`config.mk`:
```
export PLATFORM = sky130hd
export DESIGN_NAME = playback_frame_position_tracker_flat
export DESIGN_NICKNAME = d
export VERILOG_FILES = /design/src/rtl/core/pfpt_pkg.sv /design/src/rtl/core/pfpt_channels.sv /design/src/rtl/core/pfpt_csr.sv /design/src/rtl/core/pfpt_smul.sv /design/src/rtl/core/pfpt_sdiv.sv /design/src/rtl/core/playback_frame_position_tracker.sv /design/src/flat_wrapper.sv
export SDC_FILE = /design/constraint.sdc
export NUM_CORES = 1
export LEC_CHECK = 0
export BUFFER_PORTS_ARGS = -buffer_cell sky130_fd_sc_hd__buf_2
export CAP_MARGIN = 20
export CORE_MARGIN = 2
export CORE_UTILIZATION = 55
export DETAILED_ROUTE_END_ITERATION = 6
export GPL_TIMING_DRIVEN = 0
export PLACE_DENSITY = 0.76
export SYNTH_ARGS = -nofsm -noshare
export SYNTH_HDL_FRONTEND = slang
export SYNTH_HIERARCHICAL = 1
export SYNTH_SLANG_ARGS = --single-unit
```
`constraint.sdc`:
```
create_clock -name clock -period 4.4 [get_ports clock]
set_input_delay 0.66 -clock clock [delete_from_list [all_inputs] [get_ports clock]]
set_output_delay 0.66 -clock clock [all_outputs]
set_load 0.01 [all_outputs]
```
`src/rtl/core/pfpt_pkg.sv`:
```
package pfpt_pkg;

   // field and register widths
   localparam int MODE_W   = 2;
   localparam int NS_W     = 32;
   localparam int RATE_W   = 19;
   localparam int BUF_W    = 17;
   localparam int PERIOD_W = 17;
   localparam int LEAD_W   = 16;
   localparam int COUNT_W  = 21;
   localparam int POS_W    = 16;
   localparam int REM_W    = 30;

   // datapath widths
   localparam int PROD_W   = NS_W + RATE_W;
   localparam int SCALED_W = PROD_W + 1;
   localparam int FRAMES_W = SCALED_W - REM_W;
   localparam int WRAP_W   = FRAMES_W + 1;

   // ring positions fit in POS_W bits, so the usable length stops here
   localparam int POSITION_SPAN = 1 << POS_W;

   // configuration port
   localparam int DATA_W = 32;
   localparam int ADDR_W = 5;

   localparam logic [REM_W-1:0]   NS_PER_SECOND = 30'd1000000000;
   localparam logic [COUNT_W-1:0] COUNT_MAX     = '1;

   // item modes
   localparam logic [MODE_W-1:0] MODE_TICK  = 2'd0;
   localparam logic [MODE_W-1:0] MODE_START = 2'd1;
   localparam logic [MODE_W-1:0] MODE_STOP  = 2'd2;

   // register indexes
   localparam logic [2:0] REG_SAMPLE_RATE   = 3'd0;
   localparam logic [2:0] REG_BUFFER_FRAMES = 3'd1;
   localparam logic [2:0] REG_PERIOD_FRAMES = 3'd2;
   localparam logic [2:0] REG_START_LEAD    = 3'd3;
   localparam logic [2:0] REG_SUPPRESS      = 3'd4;

   typedef enum logic [2:0] {
      ST_IDLE,
      ST_MUL,
      ST_NS,
      ST_WRAP,
      ST_DONE
   } state_type;

   typedef struct packed {
      logic [RATE_W-1:0]   sample_rate;
      logic [BUF_W-1:0]    buffer_frames;
      logic [PERIOD_W-1:0] period_frames;
      logic [LEAD_W-1:0]   start_lead;
      logic                suppress;
   } cfg_type;

   localparam cfg_type CFG_RESET = '{
      sample_rate:   19'd48000,
      buffer_frames: 17'd1024,
      period_frames: 17'd256,
      start_lead:    16'd0,
      suppress:      1'b0
   };

   // clip a count to the reported field width
   function automatic logic [COUNT_W-1:0] sat_count(input logic [WRAP_W-1:0] v);
      if (v > WRAP_W'(COUNT_MAX)) begin
         return COUNT_MAX;
      end
      return v[COUNT_W-1:0];
   endfunction

endpackage

```
`src/rtl/core/pfpt_channels.sv`:
```
interface pfpt_req_if;
   logic                         valid;
   logic                         ready;
   logic [pfpt_pkg::MODE_W-1:0]  mode;
   logic [pfpt_pkg::NS_W-1:0]    delta_ns;

   modport source (output valid, output mode, output delta_ns, input ready);
   modport sink   (input valid, input mode, input delta_ns, output ready);
endinterface

interface pfpt_rsp_if;
   logic                          valid;
   logic                          ready;
   logic [pfpt_pkg::COUNT_W-1:0]  frames_advanced;
   logic [pfpt_pkg::COUNT_W-1:0]  periods_elapsed;
   logic [pfpt_pkg::POS_W-1:0]    position;
   logic                          running;

   modport source (output valid, output frames_advanced, output periods_elapsed,
                   output position, output running, input ready);
   modport sink   (input valid, input frames_advanced, input periods_elapsed,
                   input position, input running, output ready);
endinterface

```
`src/rtl/core/pfpt_csr.sv`:
```
module pfpt_csr (
   input  logic                          clock,
   input  logic                          reset,
   input  logic                          psel,
   input  logic                          penable,
   input  logic                          pwrite,
   input  logic [pfpt_pkg::ADDR_W-1:0]   paddr,
   input  logic [pfpt_pkg::DATA_W-1:0]   pwdata,
   output logic [pfpt_pkg::DATA_W-1:0]   prdata,
   output logic                          pready,
   output pfpt_pkg::cfg_type             cfg
);
   localparam int DATA_W = pfpt_pkg::DATA_W;

   pfpt_pkg::cfg_type cfg_ff, cfg_in;
   logic [2:0]        index;
   logic              wr;

   assign pready = 1'b1;
   assign index  = paddr[pfpt_pkg::ADDR_W-1:2];
   assign wr     = psel && penable && pwrite && pready;
   assign cfg    = cfg_ff;

   // register writes
   always_comb begin
      cfg_in = cfg_ff;
      if (wr) begin
         unique case (index)
            pfpt_pkg::REG_SAMPLE_RATE:
               cfg_in.sample_rate = pwdata[pfpt_pkg::RATE_W-1:0];
            pfpt_pkg::REG_BUFFER_FRAMES:
               cfg_in.buffer_frames = pwdata[pfpt_pkg::BUF_W-1:0];
            pfpt_pkg::REG_PERIOD_FRAMES:
               cfg_in.period_frames = pwdata[pfpt_pkg::PERIOD_W-1:0];
            pfpt_pkg::REG_START_LEAD:
               cfg_in.start_lead = pwdata[pfpt_pkg::LEAD_W-1:0];
            pfpt_pkg::REG_SUPPRESS:
               cfg_in.suppress = pwdata[0];
            default: begin
            end
         endcase
      end
   end

   // read mux
   always_comb begin
      unique case (index)
         pfpt_pkg::REG_SAMPLE_RATE:   prdata = DATA_W'(cfg_ff.sample_rate);
         pfpt_pkg::REG_BUFFER_FRAMES: prdata = DATA_W'(cfg_ff.buffer_frames);
         pfpt_pkg::REG_PERIOD_FRAMES: prdata = DATA_W'(cfg_ff.period_frames);
         pfpt_pkg::REG_START_LEAD:    prdata = DATA_W'(cfg_ff.start_lead);
         pfpt_pkg::REG_SUPPRESS:      prdata = DATA_W'(cfg_ff.suppress);
         default:                     prdata = '0;
      endcase
   end

   always_ff @(posedge clock) begin
      if (reset) begin
         cfg_ff <= pfpt_pkg::CFG_RESET;
      end else begin
         cfg_ff <= cfg_in;
      end
   end

endmodule

```
`src/rtl/core/pfpt_smul.sv`:
```
module pfpt_smul #(
   parameter int A_W = 32,
   parameter int B_W = 19
) (
   input  logic               clock,
   input  logic               reset,
   input  logic               start,
   input  logic [A_W-1:0]     a,
   input  logic [B_W-1:0]     b,
   output logic [A_W+B_W-1:0] product,
   output logic               done
);
   localparam int CNT_W = $clog2(B_W + 1);

   logic [A_W-1:0]   a_ff, a_in;
   logic [A_W-1:0]   hi_ff, hi_in;
   logic [B_W-1:0]   lo_ff, lo_in;
   logic [CNT_W-1:0] cnt_ff, cnt_in;
   logic             busy_ff, busy_in;
   logic             done_ff, done_in;
   logic [A_W:0]     sum;
   logic [B_W:0]     lo_shift;

   assign product = {hi_ff, lo_ff};
   assign done    = done_ff;

   // one multiplier bit per cycle, product shifts right into lo
   always_comb begin
      sum      = {1'b0, hi_ff} + (lo_ff[0] ? {1'b0, a_ff} : '0);
      lo_shift = {sum[0], lo_ff};
      a_in     = a_ff;
      hi_in    = hi_ff;
      lo_in    = lo_ff;
      cnt_in   = cnt_ff;
      busy_in  = busy_ff;
      done_in  = 1'b0;
      if (start) begin
         a_in    = a;
         hi_in   = '0;
         lo_in   = b;
         cnt_in  = CNT_W'(B_W);
         busy_in = 1'b1;
      end else if (busy_ff) begin
         hi_in  = sum[A_W:1];
         lo_in  = lo_shift[B_W:1];
         cnt_in = cnt_ff - 1'b1;
         if (cnt_ff == CNT_W'(1)) begin
            busy_in = 1'b0;
            done_in = 1'b1;
         end
      end
   end

   always_ff @(posedge clock) begin
      a_ff  <= a_in;
      hi_ff <= hi_in;
      lo_ff <= lo_in;
      if (reset) begin
         cnt_ff  <= '0;
         busy_ff <= 1'b0;
         done_ff <= 1'b0;
      end else begin
         cnt_ff  <= cnt_in;
         busy_ff <= busy_in;
         done_ff <= done_in;
      end
   end

endmodule

```
`src/rtl/core/pfpt_sdiv.sv`:
```
module pfpt_sdiv #(
   parameter int Q_W = 23,
   parameter int R_W = 17
) (
   input  logic           clock,
   input  logic           reset,
   input  logic           start,
   input  logic [R_W-1:0] rem_init,
   input  logic [Q_W-1:0] dividend,
   input  logic [R_W-1:0] divisor,
   output logic [Q_W-1:0] quotient,
   output logic [R_W-1:0] remainder,
   output logic           done
);
   localparam int CNT_W = $clog2(Q_W + 1);

   logic [R_W-1:0]   r_ff, r_in;
   logic [Q_W-1:0]   q_ff, q_in;
   logic [CNT_W-1:0] cnt_ff, cnt_in;
   logic             busy_ff, busy_in;
   logic             done_ff, done_in;
   logic [R_W:0]     trial;
   logic [R_W+1:0]   diff;
   logic             fits;
   logic [Q_W:0]     q_shift;

   assign quotient  = q_ff;
   assign remainder = r_ff;
   assign done      = done_ff;

   // restoring division, one quotient bit per cycle; dividend bits
   // leave q from the top while quotient bits enter at the bottom
   always_comb begin
      trial   = {r_ff, q_ff[Q_W-1]};
      diff    = {1'b0, trial} - {2'b00, divisor};
      fits    = ~diff[R_W+1];
      q_shift = {q_ff, fits};
      r_in    = r_ff;
      q_in    = q_ff;
      cnt_in  = cnt_ff;
      busy_in = busy_ff;
      done_in = 1'b0;
      if (start) begin
         r_in    = rem_init;
         q_in    = dividend;
         cnt_in  = CNT_W'(Q_W);
         busy_in = 1'b1;
      end else if (busy_ff) begin
         r_in   = fits ? diff[R_W-1:0] : trial[R_W-1:0];
         q_in   = q_shift[Q_W-1:0];
         cnt_in = cnt_ff - 1'b1;
         if (cnt_ff == CNT_W'(1)) begin
            busy_in = 1'b0;
            done_in = 1'b1;
         end
      end
   end

   always_ff @(posedge clock) begin
      r_ff <= r_in;
      q_ff <= q_in;
      if (reset) begin
         cnt_ff  <= '0;
         busy_ff <= 1'b0;
         done_ff <= 1'b0;
      end else begin
         cnt_ff  <= cnt_in;
         busy_ff <= busy_in;
         done_ff <= done_in;
      end
   end

endmodule

```
`src/rtl/core/playback_frame_position_tracker.sv`:
```
// channel   dir   protocol            payload
// req_ch    in    valid/ready         mode, delta_ns
// rsp_ch    out   valid/ready         frames_advanced, periods_elapsed, position, running
// csr       in    apb, pready high    sample_rate, buffer_frames, period_frames,
//                                     start lead, suppress_period_reports
//
// start, stop, idle ticks and other modes: once the item is taken the tracker
// goes to the done state and loads the output register once that register is free.
// tick that yields no frame: multiply and 10^9 split only.
// frame-advancing tick: the bit-serial multiply (one sample_rate bit per cycle,
// 19 bits) and two restoring divide stages (22 steps for the 10^9 split, then
// 23 steps for ring wrap and period count side by side on two dividers), each
// stage entered through its own state, then the done state loads the output register.
// one item at a time; the next item is taken once the result sits in the
// output register, even while that register waits on rsp_ch.ready.
// reset is synchronous and clears tracking state; registers go to defaults.
module playback_frame_position_tracker #(
   parameter int MAX_BUFFER_FRAMES = 65536
) (
   input  logic                          clock,
   input  logic                          reset,
   pfpt_req_if.sink                      req_ch,
   pfpt_rsp_if.source                    rsp_ch,
   input  logic                          psel,
   input  logic                          penable,
   input  logic                          pwrite,
   input  logic [pfpt_pkg::ADDR_W-1:0]   paddr,
   input  logic [pfpt_pkg::DATA_W-1:0]   pwdata,
   output logic [pfpt_pkg::DATA_W-1:0]   prdata,
   output logic                          pready
);
   localparam int POS_W    = pfpt_pkg::POS_W;
   localparam int BUF_W    = pfpt_pkg::BUF_W;
   localparam int PERIOD_W = pfpt_pkg::PERIOD_W;
   localparam int REM_W    = pfpt_pkg::REM_W;
   localparam int COUNT_W  = pfpt_pkg::COUNT_W;
   localparam int FRAMES_W = pfpt_pkg::FRAMES_W;
   localparam int WRAP_W   = pfpt_pkg::WRAP_W;
   localparam int SCALED_W = pfpt_pkg::SCALED_W;
   localparam int LEN_LIMIT = (MAX_BUFFER_FRAMES < pfpt_pkg::POSITION_SPAN) ?
                              MAX_BUFFER_FRAMES : pfpt_pkg::POSITION_SPAN;
   localparam logic [BUF_W-1:0] LEN_CAP = LEN_LIMIT[BUF_W-1:0];

   pfpt_pkg::cfg_type   cfg;
   pfpt_pkg::state_type state_ff, state_in;

   // tracking state
   logic [POS_W-1:0]    pos_ff, pos_in;
   logic [REM_W-1:0]    rem_ff, rem_in;
   logic [PERIOD_W-1:0] prog_ff, prog_in;
   logic                run_ff, run_in;

   // per-item working values
   logic [FRAMES_W-1:0] frames_ff, frames_in;
   logic [COUNT_W-1:0]  res_frames_ff, res_frames_in;
   logic [COUNT_W-1:0]  res_periods_ff, res_periods_in;

   // output register
   logic                rsp_valid_ff, rsp_valid_in;
   logic [COUNT_W-1:0]  out_frames_ff, out_frames_in;
   logic [COUNT_W-1:0]  out_periods_ff, out_periods_in;
   logic [POS_W-1:0]    out_pos_ff, out_pos_in;
   logic                out_run_ff, out_run_in;

   logic [BUF_W-1:0]    len;
   logic [BUF_W-1:0]    len_m1;
   logic [BUF_W-1:0]    lead_ext;
   logic [BUF_W-1:0]    lead_clip;
   logic                tick_go;
   logic                accept;
   logic                out_free;
   logic                req_ready;
   logic                mul_start, ns_start, wrap_start, per_start, out_load;

   logic [pfpt_pkg::PROD_W-1:0] mul_prod;
   logic                        mul_done;
   logic [SCALED_W-1:0]         scaled;
   logic [FRAMES_W-1:0]         ns_quot;
   logic [REM_W-1:0]            ns_rem;
   logic                        ns_done;
   logic [WRAP_W-1:0]           wrap_dividend, per_dividend;
   logic [WRAP_W-1:0]           wrap_quot, per_quot;
   logic [BUF_W-1:0]            wrap_rem;
   logic [PERIOD_W-1:0]         per_rem;
   logic                        wrap_done, per_done;

   pfpt_csr u_csr (
      .clock   (clock),
      .reset   (reset),
      .psel    (psel),
      .penable (penable),
      .pwrite  (pwrite),
      .paddr   (paddr),
      .pwdata  (pwdata),
      .prdata  (prdata),
      .pready  (pready),
      .cfg     (cfg)
   );

   // effective ring length and clipped lead
   always_comb begin
      len       = (cfg.buffer_frames > LEN_CAP) ? LEN_CAP : cfg.buffer_frames;
      len_m1    = len - 1'b1;
      lead_ext  = BUF_W'(cfg.start_lead);
      lead_clip = (lead_ext > len_m1) ? len_m1 : lead_ext;
   end

   assign accept   = req_ch.valid && req_ready;
   assign out_free = !rsp_valid_ff || rsp_ch.ready;
   assign tick_go  = run_ff && (req_ch.delta_ns != '0) && (cfg.sample_rate != '0) &&
                     (len != '0);

   // delta_ns * sample_rate
   pfpt_smul #(
      .A_W (pfpt_pkg::NS_W),
      .B_W (pfpt_pkg::RATE_W)
   ) u_mul (
      .clock   (clock),
      .reset   (reset),
      .start   (mul_start),
      .a       (req_ch.delta_ns),
      .b       (cfg.sample_rate),
      .product (mul_prod),
      .done    (mul_done)
   );

   // split scaled nanoseconds into frames and kept remainder
   assign scaled = {1'b0, mul_prod} + SCALED_W'(rem_ff);

   pfpt_sdiv #(
      .Q_W (FRAMES_W),
      .R_W (REM_W)
   ) u_ns_div (
      .clock     (clock),
      .reset     (reset),
      .start     (ns_start),
      .rem_init  (scaled[SCALED_W-1:FRAMES_W]),
      .dividend  (scaled[FRAMES_W-1:0]),
      .divisor   (pfpt_pkg::NS_PER_SECOND),
      .quotient  (ns_quot),
      .remainder (ns_rem),
      .done      (ns_done)
   );

   // ring wrap and period count run side by side
   assign wrap_dividend = WRAP_W'(pos_ff) + WRAP_W'(ns_quot);
   assign per_dividend  = WRAP_W'(prog_ff) + WRAP_W'(ns_quot);

   pfpt_sdiv #(
      .Q_W (WRAP_W),
      .R_W (BUF_W)
   ) u_wrap_div (
      .clock     (clock),
      .reset     (reset),
      .start     (wrap_start),
      .rem_init  ('0),
      .dividend  (wrap_dividend),
      .divisor   (len),
      .quotient  (wrap_quot),
      .remainder (wrap_rem),
      .done      (wrap_done)
   );

   pfpt_sdiv #(
      .Q_W (WRAP_W),
      .R_W (PERIOD_W)
   ) u_per_div (
      .clock     (clock),
      .reset     (reset),
      .start     (per_start),
      .rem_init  ('0),
      .dividend  (per_dividend),
      .divisor   (cfg.period_frames),
      .quotient  (per_quot),
      .remainder (per_rem),
      .done      (per_done)
   );

   // next state
   always_comb begin
      state_in = state_ff;
      unique case (state_ff)
         pfpt_pkg::ST_IDLE: begin
            if (accept) begin
               state_in = (req_ch.mode == pfpt_pkg::MODE_TICK && tick_go) ?
                          pfpt_pkg::ST_MUL : pfpt_pkg::ST_DONE;
            end
         end
         pfpt_pkg::ST_MUL: begin
            if (mul_done) state_in = pfpt_pkg::ST_NS;
         end
         pfpt_pkg::ST_NS: begin
            if (ns_done) begin
               state_in = (ns_quot == '0) ? pfpt_pkg::ST_DONE : pfpt_pkg::ST_WRAP;
            end
         end
         pfpt_pkg::ST_WRAP: begin
            if (wrap_done) state_in = pfpt_pkg::ST_DONE;
         end
         pfpt_pkg::ST_DONE: begin
            if (out_free) state_in = pfpt_pkg::ST_IDLE;
         end
         default: state_in = pfpt_pkg::ST_IDLE;
      endcase
   end

   // control outputs
   always_comb begin
      req_ready  = 1'b0;
      mul_start  = 1'b0;
      ns_start   = 1'b0;
      wrap_start = 1'b0;
      per_start  = 1'b0;
      out_load   = 1'b0;
      unique case (state_ff)
         pfpt_pkg::ST_IDLE: begin
            req_ready = 1'b1;
            mul_start = req_ch.valid && (req_ch.mode == pfpt_pkg::MODE_TICK) && tick_go;
         end
         pfpt_pkg::ST_MUL: begin
            ns_start = mul_done;
         end
         pfpt_pkg::ST_NS: begin
            wrap_start = ns_done && (ns_quot != '0);
            per_start  = wrap_start && (cfg.period_frames != '0);
         end
         pfpt_pkg::ST_WRAP: begin
         end
         pfpt_pkg::ST_DONE: begin
            out_load = out_free;
         end
         default: begin
         end
      endcase
   end

   assign req_ch.ready = req_ready;

   // datapath updates
   always_comb begin
      pos_in         = pos_ff;
      rem_in         = rem_ff;
      prog_in        = prog_ff;
      run_in         = run_ff;
      frames_in      = frames_ff;
      res_frames_in  = res_frames_ff;
      res_periods_in = res_periods_ff;

      // item taken: counts start at zero (a start reports its lead), start and stop act at once
      if (state_ff == pfpt_pkg::ST_IDLE && accept) begin
         res_frames_in  = '0;
         res_periods_in = '0;
         unique case (req_ch.mode)
            pfpt_pkg::MODE_START: begin
               run_in = 1'b0;
               if (len != '0) begin
                  pos_in        = lead_clip[POS_W-1:0];
                  rem_in        = '0;
                  prog_in       = (cfg.period_frames != '0) ? PERIOD_W'(lead_clip) : '0;
                  run_in        = 1'b1;
                  res_frames_in = COUNT_W'(lead_clip);
               end
            end
            pfpt_pkg::MODE_STOP: begin
               run_in = 1'b0;
            end
            default: begin
            end
         endcase
      end

      // frames and remainder from the 10^9 split
      if (state_ff == pfpt_pkg::ST_NS && ns_done) begin
         rem_in    = ns_rem;
         frames_in = ns_quot;
      end

      // new position and period progress
      if (state_ff == pfpt_pkg::ST_WRAP && wrap_done) begin
         pos_in        = wrap_rem[POS_W-1:0];
         res_frames_in = pfpt_pkg::sat_count(WRAP_W'(frames_ff));
         if (cfg.period_frames != '0) begin
            prog_in = per_rem;
            if (!cfg.suppress) begin
               res_periods_in = pfpt_pkg::sat_count(per_quot);
            end
         end else begin
            prog_in = '0;
         end
      end
   end

   // output register
   always_comb begin
      rsp_valid_in   = rsp_valid_ff && !rsp_ch.ready;
      out_frames_in  = out_frames_ff;
      out_periods_in = out_periods_ff;
      out_pos_in     = out_pos_ff;
      out_run_in     = out_run_ff;
      if (out_load) begin
         rsp_valid_in   = 1'b1;
         out_frames_in  = res_frames_ff;
         out_periods_in = res_periods_ff;
         out_pos_in     = pos_ff;
         out_run_in     = run_ff;
      end
   end

   assign rsp_ch.valid           = rsp_valid_ff;
   assign rsp_ch.frames_advanced = out_frames_ff;
   assign rsp_ch.periods_elapsed = out_periods_ff;
   assign rsp_ch.position        = out_pos_ff;
   assign rsp_ch.running         = out_run_ff;

   always_ff @(posedge clock) begin
      frames_ff      <= frames_in;
      res_frames_ff  <= res_frames_in;
      res_periods_ff <= res_periods_in;
      out_frames_ff  <= out_frames_in;
      out_periods_ff <= out_periods_in;
      out_pos_ff     <= out_pos_in;
      out_run_ff     <= out_run_in;
      if (reset) begin
         state_ff     <= pfpt_pkg::ST_IDLE;
         rsp_valid_ff <= 1'b0;
         pos_ff       <= '0;
         rem_ff       <= '0;
         prog_ff      <= '0;
         run_ff       <= 1'b0;
      end else begin
         state_ff     <= state_in;
         rsp_valid_ff <= rsp_valid_in;
         pos_ff       <= pos_in;
         rem_ff       <= rem_in;
         prog_ff      <= prog_in;
         run_ff       <= run_in;
      end
   end

   // position lands inside the ring after a wrap
   a_pos_in_ring: assert property (@(posedge clock) disable iff (reset)
      (state_ff == pfpt_pkg::ST_WRAP && wrap_done) |=> ({1'b0, pos_ff} < len))
      else $error("ring position not below length after wrap");

   // kept remainder stays below one second
   a_rem_bound: assert property (@(posedge clock) disable iff (reset)
      (state_ff == pfpt_pkg::ST_NS && ns_done) |=> (rem_ff < pfpt_pkg::NS_PER_SECOND))
      else $error("nanosecond remainder out of range");

   // both wrap-stage dividers finish together
   a_div_lockstep: assert property (@(posedge clock) disable iff (reset)
      (state_ff == pfpt_pkg::ST_WRAP && wrap_done && cfg.period_frames != '0) |-> per_done)
      else $error("period divider out of step with ring divider");

   // a result only appears from the done state
   a_rsp_from_done: assert property (@(posedge clock) disable iff (reset)
      $rose(rsp_valid_ff) |-> $past(state_ff == pfpt_pkg::ST_DONE))
      else $error("result raised outside done state");

endmodule
```
`src/flat_wrapper.sv`:
```
// flat-port wrapper written by rule: the top's interface ports become plain ports
module playback_frame_position_tracker_flat 
#(
   parameter int MAX_BUFFER_FRAMES = 65536
)
  (clock, reset, psel, penable, pwrite, paddr, pwdata, prdata, pready, req_ch_valid, req_ch_mode, req_ch_delta_ns, req_ch_ready, rsp_ch_valid, rsp_ch_frames_advanced, rsp_ch_periods_elapsed, rsp_ch_position, rsp_ch_running, rsp_ch_ready);
  pfpt_req_if req_ch_i ();
  pfpt_rsp_if rsp_ch_i ();
  input  logic clock;
  input  logic reset;
  input  logic psel;
  input  logic penable;
  input  logic pwrite;
  input  logic [pfpt_pkg::ADDR_W-1:0] paddr;
  input  logic [pfpt_pkg::DATA_W-1:0] pwdata;
  output logic [pfpt_pkg::DATA_W-1:0] prdata;
  output logic pready;
  input wire logic [$bits(req_ch_i.valid)-1:0] req_ch_valid;
  input wire logic [$bits(req_ch_i.mode)-1:0] req_ch_mode;
  input wire logic [$bits(req_ch_i.delta_ns)-1:0] req_ch_delta_ns;
  output wire logic [$bits(req_ch_i.ready)-1:0] req_ch_ready;
  output wire logic [$bits(rsp_ch_i.valid)-1:0] rsp_ch_valid;
  output wire logic [$bits(rsp_ch_i.frames_advanced)-1:0] rsp_ch_frames_advanced;
  output wire logic [$bits(rsp_ch_i.periods_elapsed)-1:0] rsp_ch_periods_elapsed;
  output wire logic [$bits(rsp_ch_i.position)-1:0] rsp_ch_position;
  output wire logic [$bits(rsp_ch_i.running)-1:0] rsp_ch_running;
  input wire logic [$bits(rsp_ch_i.ready)-1:0] rsp_ch_ready;
  assign req_ch_i.valid = req_ch_valid;
  assign req_ch_i.mode = req_ch_mode;
  assign req_ch_i.delta_ns = req_ch_delta_ns;
  assign req_ch_ready = req_ch_i.ready;
  assign rsp_ch_valid = rsp_ch_i.valid;
  assign rsp_ch_frames_advanced = rsp_ch_i.frames_advanced;
  assign rsp_ch_periods_elapsed = rsp_ch_i.periods_elapsed;
  assign rsp_ch_position = rsp_ch_i.position;
  assign rsp_ch_running = rsp_ch_i.running;
  assign rsp_ch_i.ready = rsp_ch_ready;
  playback_frame_position_tracker #(.MAX_BUFFER_FRAMES(MAX_BUFFER_FRAMES)) u_core (.clock(clock), .reset(reset), .req_ch(req_ch_i), .rsp_ch(rsp_ch_i), .psel(psel), .penable(penable), .pwrite(pwrite), .paddr(paddr), .pwdata(pwdata), .prdata(prdata), .pready(pready));
endmodule
```
== Word level (Yosys, flattened, before mapping) ==
Index checks and enable logic that the tools add are counted.

* Reduce and logical (&&, ||, !) cells: 54
* Add/subtract/negate cells: 12
* Equal/unequal tests: 19
* Mux-type cells: 89
* Bitwise operators: 6
* Magnitude comparators: 4

{| class="wikitable"
|+ Operator list
! cell !! count
|-
| $mux W21 || 11
|-
| $mux W30 || 7
|-
| $mux W17 || 11
|-
| $pmux W19 S5 || 1
|-
| $mux W23 || 4
|-
| $mux W16 || 4
|-
| $add A51 B30 Y52 || 1
|-
| $mux W22 || 2
|-
| $mux W5 || 8
|-
| $mux W19 || 2
|-
| $sub A18 B17 Y19 || 2
|-
| $reduce_bool A17 Y1 || 2
|-
| $add A32 B33 Y33 || 1
|-
| $mux W32 || 1
|-
| $reduce_bool A32 Y1 || 1
|-
| $sub A31 B30 Y32 const B || 1
|-
| $mux W1 || 29
|-
| $add A16 B22 Y23 || 1
|-
| $add A17 B22 Y23 || 1
|-
| $gt A23 B21 Y1 const B || 1
|-
| $gt A22 B21 Y1 const B || 1
|-
| $logic_not A22 Y1 || 1
|-
| $reduce_bool A2 Y1 || 11
|-
| $reduce_bool A22 Y1 || 1
|-
| other kinds (27) || 79
|}

* Output and inout bits: 94
* Logic and storage cells: 226
* Register bits after elaboration: 503
* Input bits: 78

== Depth between registers and ports, before layout ==
* Depth after elaboration: 10
* Mapped depth: 20
* Depth with buffers taken out: 15

== Cells and area by module ==
Netlist, hierarchy kept.

{| class="wikitable"
|+ By module, submodules not included
! module !! area each (um^2) !! cells an instance !! sequential area each (um^2) !! instances
|-
| playback_frame_position_tracker || 11954.0 || 1325 || 4844.6 || 1
|-
| pfpt_smul || 5192.5 || 501 || 2312.2 || 1
|-
| pfpt_sdiv (u_core.u_ns_div) || 4585.6 || 473 || 1701.6 || 1
|-
| pfpt_csr || 3628.5 || 351 || 1401.3 || 1
|-
| pfpt_sdiv (u_core.u_wrap_div) || 3138.0 || 301 || 1341.3 || 1
|-
| pfpt_sdiv (u_core.u_per_div) || 3064.2 || 291 || 1341.3 || 1
|}

== Worst setup path before layout ==
Ideal clock, no wire load.

* Path type: register to register
* Start: register u_core.u_csr.cfg_ff (netlist bit u_core/u_csr/cfg[50])
* End: register u_core.res_frames_ff[6] (data pin)
* Data required time: 4133 ps
* Setup time: 267 ps
* Buffers on the path: 5
* Slack: 331 ps
* Data arrival time: 3802 ps
* Clock period less this slack: 4069 ps
* Stages on the path, launching flop included: 19
* Path through: dfxtp_1 clkbuf_1 clkbuf_1 clkbuf_1 nand2b_1 ha_1 clkbuf_1 inv_1 nor2_1 nand4_1 o211ai_1 ha_1 and4_1 o2bb2ai_1 a311oi_1 o21ai_4 buf_6 a21oi_1 o21ai_0

* Cells in the longest elaborated chain, start to end: 9
* Elaborated cells on any way between the ends: 10
* Those cells by class: add/sub: 1; order compare: 2; mux: 6; reduce/logical: 1

{| class="wikitable"
|+ Ends and longest elaborated chain
! what !! RTL line !! text
|-
| from (decl) || pfpt_csr.sv:15 || <nowiki>pfpt_pkg::cfg_type cfg_ff, cfg_in;</nowiki>
|-
| from (signal assigned) || pfpt_csr.sv:59 || <nowiki>cfg_ff <= pfpt_pkg::CFG_RESET;</nowiki>
|-
| from (signal assigned) || pfpt_csr.sv:61 || <nowiki>cfg_ff <= cfg_in;</nowiki>
|-
| $gt A17 B17 Y1 || playback_frame_position_tracker.sv:102 || <nowiki>len = (cfg.buffer_frames > LEN_CAP) ? LEN_CAP : cfg.buffer_frames;</nowiki>
|-
| $mux W17 * || playback_frame_position_tracker.sv:102 ||
|-
| $sub A17 B1 Y17 || playback_frame_position_tracker.sv:103 || <nowiki>len_m1 = len - 1'b1;</nowiki>
|-
| $gt A16 B17 Y1 || playback_frame_position_tracker.sv:105 || <nowiki>lead_clip = (lead_ext > len_m1) ? len_m1 : lead_ext;</nowiki>
|-
| $mux W17 || playback_frame_position_tracker.sv:105 ||
|-
| $mux W17 * || playback_frame_position_tracker.sv:256 || <nowiki>if (len != '0) begin</nowiki>
|-
| $mux W21 * || playback_frame_position_tracker.sv:253 || <nowiki>unique case (req_ch.mode)</nowiki>
|-
| $mux W21 * || playback_frame_position_tracker.sv:250 || <nowiki>if (state_ff == pfpt_pkg::ST_IDLE && accept) begin</nowiki>
|-
| $mux W21 * || playback_frame_position_tracker.sv:279 || <nowiki>if (state_ff == pfpt_pkg::ST_WRAP && wrap_done) begin</nowiki>
|-
| named net u_core.res_frames_in[6] || playback_frame_position_tracker.sv:55 || <nowiki>logic [COUNT_W-1:0] res_frames_ff, res_frames_in;</nowiki>
|-
| to (signal assigned) || playback_frame_position_tracker.sv:317 || <nowiki>res_frames_ff <= res_frames_in;</nowiki>
|-
| to (decl) || playback_frame_position_tracker.sv:55 ||
|}

The timed path passes the listed nets; every way through them passes the cells marked *. The select of a mux whose other input is x is not followed.
A chain may end at the register's enable or synchronous reset.

== Worst setup path in the final report ==
* Start: register u_core.u_csr.cfg_ff (netlist bit u_core/u_csr/cfg[50])
* End: register u_core.pos_ff[3]

* Cells in the longest elaborated chain, start to end: 9
* Elaborated cells on any way between the ends: 12
* Those cells by class: add/sub: 1; order compare: 2; mux: 6; reduce/logical: 3

{| class="wikitable"
|+ Ends and longest elaborated chain
! what !! RTL line !! text
|-
| $gt A17 B17 Y1 || playback_frame_position_tracker.sv:102 ||
|-
| $mux W17 * || playback_frame_position_tracker.sv:102 ||
|-
| $sub A17 B1 Y17 || playback_frame_position_tracker.sv:103 ||
|-
| $gt A16 B17 Y1 || playback_frame_position_tracker.sv:105 ||
|-
| $mux W17 || playback_frame_position_tracker.sv:105 ||
|-
| $mux W16 || playback_frame_position_tracker.sv:256 ||
|-
| $mux W16 || playback_frame_position_tracker.sv:253 ||
|-
| $mux W16 || playback_frame_position_tracker.sv:250 ||
|-
| $mux W16 || playback_frame_position_tracker.sv:279 ||
|-
| to (signal assigned) || playback_frame_position_tracker.sv:333 || <nowiki>pos_ff <= pos_in;</nowiki>
|-
| to (decl) || playback_frame_position_tracker.sv:48 || <nowiki>logic [POS_W-1:0] pos_ff, pos_in;</nowiki>
|}

Mark *: on every way between the ends. The rest lies on a longest branch, timed or not. The select of a mux whose other input is x is not followed.

==> flow_summary.toml <==
[synth]
syn-instance-count = 3240
synth-warning-count = 6
syn_avg_cell_area_sq_um = 9.73
synth_area_sq_um = 31500

[routing]
ant_nets = 0
drt-wirelength-per-cell_um = 21.2
viasPerCell = 6.05
wl_mm = 91.7
drt_iter0_drc = 2753
drc = 0
first_pass_iters = 5
vias = 26200

[place]
postPlaceCellArea_sq_um = 33500
io_buffers = 140
placedCellCount = 4214
dp_hpwl_mm = 69.7
pre_cts_ws_ps = -1150
place.gp.congestion = 0.958

[floorplan]
die_area_sq_um = 59300
die_h_um = 243
start_util_pct = 55.8
core_area_sq_um = 56500
rows = 87
die_w_um = 243
pin_count = 172

[setup_path]
critPathSlowestCell = "dfxtp_2"
cp-start-kind = "flip-flop"
cp_max_fo = 10
crit_required_ps = 4870
worstPathCellList = "clkbuf_4 > clkbuf_4 > clkbuf_4 > nand2b_4 > ha_1 > buf_4 > inv_1 > nor2_1 > nand4_1 > o211ai_1 > ha_1 > and4_1 > o2bb2ai_1 > a311oi_2 > o21ai_4 > buf_12 > buf_4 > mux2i_1 > nand2b_1 > a211oi_1"
critPathMostFrequentCell = "clkbuf_4"
max_stage_delay_ps = 400
worstSetupPathType = "reg2reg"
cp.arrival_ps = 4820
endpoint_kind = "flip-flop"

[power_and_ir_drop]
switchingPower_mw = 3.31
switching_share_pct = 27.7
seq_power_share_pct = 45.2
power.density_nw_per_um2 = 334
clockPowerShare_pct = 38.9
p_int_mw = 8.61
p_comb_share_pct = 15.9
leakage_nw = 14.0
power_mw = 11.9
ir_drop_v = 0.000362

[finish]
area_growth_pct = 13.1
fin_area_sq_um = 35700
drive_gt1_share_pct = 14.7
layout_commonest_cell = "edfxtp_1"
fin_cells = 4332
final_cell_mix = "edfxtp_1 (285), a21oi_1 (232), nand2_1 (224)"
fillers = 4664
post-route-util_pct = 63.1
nNetsFinal = 3803

[clock_network]
cts_buffer_depth = 3
cts_sinks = 503
htreeDepth = 2
tritoncts = "done"
cts_buffers = 53
clock_latency_ps = 630
cts_root_buf = "clkbuf_16"
path_clk_slew_ps = 60
ctsHoldBuffers = 0

[timing]
slew_violations = 0
hold_violations = 0
tightest_slew_ps = 1090
fin_ws_ps = 45.8
finalSetupViolCount = 0
period_needed_ps = 4350
relSlewSlack_pct = 27.0
fmax_mhz = 230
fin_crit_sh_pct = 99.0
finClkSkew_ps = 21.5

[status]
status = "complete, no violations"

[global_route]
globalRouteTotalUtil_pct = 30.1
antenna_found_initial = 2
grt.overflow.total = 0
grt_pass1_vias = 24500
grt_pass1_wl_mm = 140
grt_max_degree = 41

[run]
cap_violations = 0

[worst_hold_path]
hp-class = "in2reg"
## power groups by stage
stage	Combinational, mW	Clock, mW	Sequential [mW]
finish	1.89	4.64	5.38
global route	2.06	4.87	5.40
CTS	1.84	4.71	5.38
detailed placement	1.82	0	5.48
global placement	1.80	0	5.48
floorplan	1.37	0	5.38
## state kept, by name (all words and copies together), names as in the netlist, 22 cells and up
register,flops
u_core/frames_ff,22
u_core/u_per_div/quotient,23
u_core/u_wrap_div/quotient,23
u_core/u_mul/hi_ff,32
u_core/u_ns_div/remainder,30
u_core/u_csr/cfg,70
u_core/u_ns_div/quotient,22
u_core/u_mul/a_ff,32
u_core/rem_ff,30
## repair_timing
item | CTS | global route
setup endpoints to repair | 67 | 95
pin swaps | 1 | 5
gates resized for setup | 25 | 25
setup buffers | 4 | 12
cloned | 0 | 1
## cell type report
class	instances	area (sq um)	area share, %
Multi-Input combinational cell	2481	17500	49.0
Antenna cell	1	2.50	0.00702
Buffer	183	1030	2.88
Inverter	148	559	1.57
Clock buffer	69	1410	3.94
Sequential cell	503	12900	36.2
Tap cell	756	946	2.65
Clock inverter	31	383	1.07
Timing Repair Buffer	160	918	2.58
## through the flow
stage / hold slack (ps) / TNS [ps]
2_1_floorplan: 400 / 0
3_3_place_gp: 404 / -122970
3_5_place_dp: 405 / -48690
4_1_cts: 198 / 0
5_1_grt: 216 / -1670
6_report: 231 / 0
## worst max-delay path, delay by kind of cell (launching register included)
kind                     cells  cell delay (ps)
multiplexers                 1              330
flip-flops                   1              400
AO/OA/AOI/OAI                5              850
buffers and inverters        7             1230
adder cells (fa/ha/maj)      2              520
AND/OR/NAND/NOR              5              820
## routing by layer
metal / vias up / track usage [%] / wire (um)
li1: 12400 / - / -
met1: 12400 / 39.6 / 37600
met2: 1210 / 49.2 / 42200
met3: 237 / 4.87 / 7670
met4: 2 / 12.9 / 4150
met5: - / 0 / 13
## path summary, 6_finish.rpt
kind | from | end | slack [ps] | cells past startpoint
min reg2reg | u_core/res_frames_ff[4]$_DFFE_PP_ | u_core/rsp_ch.frames_advanced[4]$_DFFE_PP_ | 420 | 0
max reg2reg | u_core/u_csr/cfg[50]$_SDFFE_PP0P_ | u_core/pos_ff[3]$_SDFFE_PP0P_ | 50 | 20
min | req_ch_delta_ns[30] | u_core/u_mul/a_ff[30]$_DFFE_PP_ | 230 | 1
max | u_core/u_csr/cfg[50]$_SDFFE_PP0P_ | u_core/pos_ff[3]$_SDFFE_PP0P_ | 50 | 20
Note: power is estimated with default switching activity, not from simulation.
